<file path="src/design/spectrum_thd_meter_core_assert.svh">
// ----------------------------------------------------------------------------
// Assertion macros for the spectrum THD meter
// Shared concurrent assertion forms, clocked on clk and held off in reset.
// ----------------------------------------------------------------------------
`ifndef SPECTRUM_THD_METER_CORE_ASSERT_SVH
`define SPECTRUM_THD_METER_CORE_ASSERT_SVH

// Consequent must hold in the same cycle as the antecedent.
`define STM_ASSERT_IMP(lbl, ante, cons) \
	lbl: assert property (@(posedge clk) disable iff (!arst_n) (ante) |-> (cons)) \
		else $error("stm: same-cycle check failed");

// Consequent must hold in the cycle after the antecedent.
`define STM_ASSERT_NXT(lbl, ante, cons) \
	lbl: assert property (@(posedge clk) disable iff (!arst_n) (ante) |=> (cons)) \
		else $error("stm: next-cycle check failed");

`endif

</file>
<file path="src/design/stm_pkg.sv">
// ----------------------------------------------------------------------------
// stm_pkg
// Types and constants shared by the spectrum THD meter modules.
// ----------------------------------------------------------------------------
package stm_pkg;

	localparam int COMP_W  = 24;
	localparam int PWR_W   = 48;
	localparam int TOT_W   = 58;
	localparam int BIN_W   = 10;
	localparam int RATIO_W = 32;
	localparam int DATA_W  = 32;
	localparam int ADDR_W  = 3;

	// Register index is paddr[2]; the low two bits are the byte offset.
	localparam logic REG_HIGHEST_BIN = 1'b0;
	localparam logic [BIN_W-1:0] HIGHEST_BIN_RESET = 10'd511;

	localparam int QUEUE_DEPTH = 2;
	localparam int QPTR_W      = 1;
	localparam int QCNT_W      = 2;

	typedef struct packed {
		logic [TOT_W-1:0] total;
		logic [PWR_W-1:0] peak;
		logic [BIN_W-1:0] bin;
	} stm_job_t;

	typedef struct packed {
		logic     push;
		stm_job_t job;
	} stm_qwr_t;

	typedef struct packed {
		logic              nonempty;
		logic [QCNT_W-1:0] count;
		stm_job_t          job;
	} stm_qrd_t;

endpackage

</file>
<file path="src/design/stm_fifo.sv">
// ----------------------------------------------------------------------------
// stm_fifo
// Short show-ahead queue of frame summaries between front and back.
// ----------------------------------------------------------------------------
`include "spectrum_thd_meter_core_assert.svh"

module stm_fifo (
	input  logic              clk,
	input  logic              arst_n,
	input  stm_pkg::stm_qwr_t qwr,
	input  logic              pop,
	output stm_pkg::stm_qrd_t qrd
);

	localparam logic [stm_pkg::QPTR_W-1:0] LAST_PTR = stm_pkg::QPTR_W'(stm_pkg::QUEUE_DEPTH - 1);

	stm_pkg::stm_job_t            mem_q [stm_pkg::QUEUE_DEPTH];
	logic [stm_pkg::QPTR_W-1:0]   wr_ptr_q;
	logic [stm_pkg::QPTR_W-1:0]   rd_ptr_q;
	logic [stm_pkg::QCNT_W-1:0]   count_q;

	always_ff @(posedge clk) begin
		if (qwr.push) begin
			mem_q[wr_ptr_q] <= qwr.job;
		end
	end

	always_ff @(posedge clk or negedge arst_n) begin
		if (!arst_n) begin
			wr_ptr_q <= '0;
			rd_ptr_q <= '0;
			count_q  <= '0;
		end else begin
			if (qwr.push) begin
				wr_ptr_q <= (wr_ptr_q == LAST_PTR) ? '0 : wr_ptr_q + stm_pkg::QPTR_W'(1);
			end
			if (pop) begin
				rd_ptr_q <= (rd_ptr_q == LAST_PTR) ? '0 : rd_ptr_q + stm_pkg::QPTR_W'(1);
			end
			if (qwr.push && !pop) begin
				count_q <= count_q + stm_pkg::QCNT_W'(1);
			end else if (pop && !qwr.push) begin
				count_q <= count_q - stm_pkg::QCNT_W'(1);
			end
		end
	end

	assign qrd.nonempty = count_q != '0;
	assign qrd.count    = count_q;
	assign qrd.job      = mem_q[rd_ptr_q];

	`STM_ASSERT_IMP(a_no_push_full, qwr.push, count_q < stm_pkg::QCNT_W'(stm_pkg::QUEUE_DEPTH))
	`STM_ASSERT_IMP(a_no_pop_empty, pop, count_q != '0)
	`STM_ASSERT_NXT(a_push_counts, qwr.push && !pop, count_q == $past(count_q) + stm_pkg::QCNT_W'(1))

endmodule

</file>
<file path="config.mk">
export PLATFORM = sky130hd
export DESIGN_NAME = stm_fifo
export DESIGN_NICKNAME = d
export VERILOG_FILES = /design/src/design/stm_pkg.sv /design/src/design/stm_fifo.sv
export VERILOG_INCLUDE_DIRS = /design/src /design/src/design
export SDC_FILE = /design/constraint.sdc
export NUM_CORES = 1
export LEC_CHECK = 0
export ABC_AREA = 1
export BUFFER_PORTS_ARGS = -buffer_cell sky130_fd_sc_hd__buf_2
export CORE_MARGIN = 2
export CORE_UTILIZATION = 52
export DETAILED_ROUTE_END_ITERATION = 7
export GPL_TIMING_DRIVEN = 1
export HOLD_SLACK_MARGIN = 0.06
export PLACE_DENSITY = 0.79
export SLEW_MARGIN = 0
export SYNTH_ARGS = -nofsm -noshare
export SYNTH_HDL_FRONTEND = slang
export SYNTH_SLANG_ARGS = --single-unit
</file>
<file path="constraint.sdc">
create_clock -name clk -period 8.43 [get_ports clk]
set_input_delay 0.843 -clock clk [delete_from_list [all_inputs] [get_ports clk]]
set_output_delay 0.843 -clock clk [all_outputs]
set_load 0.02 [all_outputs]
</file>
-- After elaboration in Yosys (flattened, before gate mapping)
Memory sizes are Yosys's and may differ from the RTL's.
Index checks and enable logic that the tools add are counted.
- mux-type cells: 6
- add/sub/neg operators: 4
- reductions and logical operators: 6
- operators with widths (cell ; count):
    2-to-1 mux 1 bit ; 4
    2-to-1 mux 2 bit ; 2
    nonzero test 2 bit ; 2
    adder 1 bit, second input constant ; 2
    adder 2 x 1 -> 2 bit, second input constant ; 1
    logical AND 1 bit ; 2
    zero test 1 bit ; 2
    subtractor 2 x 1 -> 2 bit, second input constant ; 1
- output and inout bits: 119
- bits of input ports: 120
- word-level logic and storage cells: 20
- memory bits (writable): 232
- flip-flop bits (word level): 4
- memories kept: 1
- memory list (name ; depth ; bits a word ; rd ports ; clocked after Yosys merged registers in ; write ports ; line ; text):
    mem_q ; 2 ; 116 ; 1 ; 0 ; 1 ; stm_fifo.sv:17 ; stm_pkg::stm_job_t mem_q [stm_pkg::QUEUE_DEPTH];

-- Logic depth before layout (Yosys ltp)
- depth in word-level cells: 4
- depth in mapped cells: 7
- gate-level depth less buffers: 7

-- Least setup slack after synthesis
Ideal clock, no wire load.
- path kind: input-to-reg
- start: input qwr[116] (netlist name)
- end: memory mem_q[0][0] (netlist name), enable pin
- data required time: 7.835 ns
- path buffers: 0
- data arrival time: 5.736 ns
- setup time: 0.595 ns
- cell stages on the path: 2
- setup slack: 2.098 ns
- cells stage by stage: inv_1 > nor2_1
- cells in the longest elaborated chain, start to end: 2
- ends and longest elaborated chain (element ; line ; text):
    from (decl) ; stm_fifo.sv:10 ; input stm_pkg::stm_qwr_t qwr,
    2-to-1 mux 1 bit ; stm_fifo.sv:23 ; if (qwr.push) begin
    2-to-1 mux 1 bit (implied by the code) ; stm_fifo.sv:24 ; mem_q[wr_ptr_q] <= qwr.job;
    to (decl) ; stm_fifo.sv:17 ;
Every way passes these cells.

==> out/results.ini <==
[clock_tree]
htreeDepth = 1
clock_latency_ps = 500
cts_tree = done
cts_resized = 0
clock_path_buffers = 3
numCtsBuffers = 24
ctsHoldBuffers = 0
clkSinkCount = 236
clk_pin_slew_ps = 60
root_buffer = clkbuf_16
postCtsSetupBuffers = 0

[die]
num_rows = 47
core_sq_um = 16500
initial_core_util_pct = 52.7
die_h_um = 133
die_w_um = 133
die_area_sq_um = 17800
io_pins = 239

[final_layout]
drive_gt1_share_pct = 59.9
final_core_util_pct = 66.2
nets = 761
syn2layout_area_growth_pct = 25.6
num_antenna_cells = 0

[synthesis]
yosysTopAreaCell = edfxtp_1
synth-compound-area-share_pct = 0
synthDistinctLibCells = 14
yosysWarnings = 0
netlist_top_cells_area = edfxtp_1, mux2_2, mux2_4
synth_top_area_share_pct = 80.2
synth.top_cells.by_count = edfxtp_1, mux2_2, mux2_4, buf_2, inv_1
synth-seq-cells = 236
synth_simple_gate_area_share_pct = 0.432
synth_top_family_by_area = multiplexers
synthMuxAreaShare_pct = 16.3
synthXorXnorAreaFrac_pct = 0.303
synth_cells = 385
seq_area_frac_synth_pct = 81.4
synthAdderAreaFrac_pct = 0.144
async_flop_share_pct = 1.69
syn_avg_cell_area_sq_um = 22.6
yosysMostFrequentCell = edfxtp_1
syn_nets = 506
netlist_area_sq_um = 8680
ys.flop_type = edfxtp_1
synth_edf_count = 232

[worst_setup_path]
slowest_delay_ps = 970
reg2reg_from = wr_ptr_q$_DFFE_PN0P_
crit_fanout = 60
path_buf_inv = 2
endpoint_kind = output port
crit_family = flip-flops
critPathRequiredTime_ps = 7590
cp-start-kind = register
reg2reg_slack_ps = 6180
path_cells = buf_4 -> mux2_2 -> buf_2
critPathKind = register to output port
cp.depth = 3
critPathLaunch = rd_ptr_q$_DFFE_PN0P_
cp_data_arrival_time_ps = 2890
cp_slowest_cell = dfrtp_4
crit_end = qrd[25]
r2r_cells = 3
rr_endpoint = mem_q[1][25]$_DFFE_PP_

[detailed_routing]
final_antenna_net_count = 0
first_pass_iters = 5
avgRoutedWirePerCell_um = 17.9
drt_iter0_markers = 317
vias_per_cell = 5.02
wirelength_um = 15700
vias = 4407
drc = 0

[timing]
tns_ps = 0
finalSetupViolCount = 0
relSlewSlack_pct = 38.1
fmaxAchievable_mhz = 268
min_period_ps = 3730
grt_setup_unrepaired = false
tightest_slew_ps = 929
finalCritPeriodShare_pct = 44.3
slew_viol_final = 0
finalHoldViolations = 0
skew_ps = 8.50

[pwr]
p_leak_nw = 4.23
power.total_w = 0.00390
power_frac_comb_pct = 29.7
p_seq_share_pct = 42.9
powerDensity_nw_per_um2 = 358
internal_power_w = 0.00271
netSwitchingFraction_pct = 30.6
p_switching_w = 0.00119
clock_power_share_pct = 27.3
irDropWorstVdd_mv = 0.235

[outcome]
status = complete, no violations

[flow_run]
cap_violations = 0

[placement]
gp_congestion = 0.730
detailedPlacementHpwl_um = 10300
io_buffer_count = 238

[grt]
antenna_found_initial = 0
grt_pass1_wl_um = 23900
grt_max_degree = 71
grt_overflow = 0
grt_use_total_pct = 16.9
first_global_vias = 4671

[hold_path]
hp-class = primary input to async pin

-- state kept, by name (all words and copies together), names as in the netlist --
signal    flops
count_q       2
wr_ptr_q      1
mem_q       232
rd_ptr_q      1
-- through the flow --
stage	cell area (sq um)	setup WS (ps)	hold WS, ps	std cells
global route	10900	4530	144	878
detailed placement	10100	5150	516	834
global placement	10100	5180	473	834
finish	10900	4700	156	878
CTS	10900	4610	143	878
floorplan	8680	2100	463	385
-- placed cells by master (no fill, tap or decap) --
master        n
buf_2       238
buf_4         4
bufinv_16     4
clkbuf_1      4
clkbuf_16    25
clkinv_1      7
clkinv_2      3
clkinvlp_4    1
dfrtp_1       3
dfrtp_4       1
edfxtp_1    232
ha_1          1
inv_1         6
inv_4         1
mux2_2       86
mux2_4       30
nand2_1       6
nand3_1       1
nand4_1       1
nor2_4        1
xnor2_1       1
xor2_1        2
-- metal layers --
metal  share of wire, %  global-route usage, %  routed length (um)
met1                 39                   21.0                6180
met5                  0                      0                   0
met4                2.8                   5.97                 446
met2                 49                   28.6                7750
met3                8.3                   5.06                1310
-- power groups by stage --
stage	clock network (W)	registers (W)	logic, W
2_1_floorplan	0	0.00166	0.000891
3_3_place_gp	0	0.00169	0.00116
3_5_place_dp	0	0.00170	0.00117
4_1_cts	0.00109	0.00168	0.00118
5_1_grt	0.00113	0.00170	0.00123
6_report	0.00107	0.00168	0.00116
-- cell type report --
type | count | area [sq um]
inverters | 7 | 28.8
fillers | 1112 | 5560
clock inverters | 15 | 169
clock buffers | 29 | 641
repair buffers | 242 | 1220
flip-flops and latches | 236 | 7070
well taps | 220 | 275
multi-input cells | 129 | 1500
-- worst min path at each step --
stage / startpoint / end / cells after the start
2_1_floorplan: wr_ptr_q$_DFFE_PN0P_ / wr_ptr_q$_DFFE_PN0P_ / 1
3_3_place_gp: count_q[1]$_DFFE_PN0P_ / count_q[1]$_DFFE_PN0P_ / 2
3_5_place_dp: count_q[0]$_DFFE_PN0P_ / count_q[0]$_DFFE_PN0P_ / 1
4_1_cts: arst_n / count_q[1]$_DFFE_PN0P_ / 1
5_1_grt: arst_n / count_q[0]$_DFFE_PN0P_ / 1
6_report: arst_n / count_q[1]$_DFFE_PN0P_ / 1
-- logic make-up (layout without fill, tap and decap cells) --
| kind of cell | Yosys count | in the layout |
|---|---|---|
| flip-flops | 236 | 236 |
| multiplexers | 116 | 116 |
| buffers and inverters | 20 | 293 |
| AND/OR/NAND/NOR | 9 | 9 |
| XOR/XNOR | 3 | 3 |
| adder cells (fa/ha/maj) | 1 | 1 |
Power figures use the tool's default switching activity.
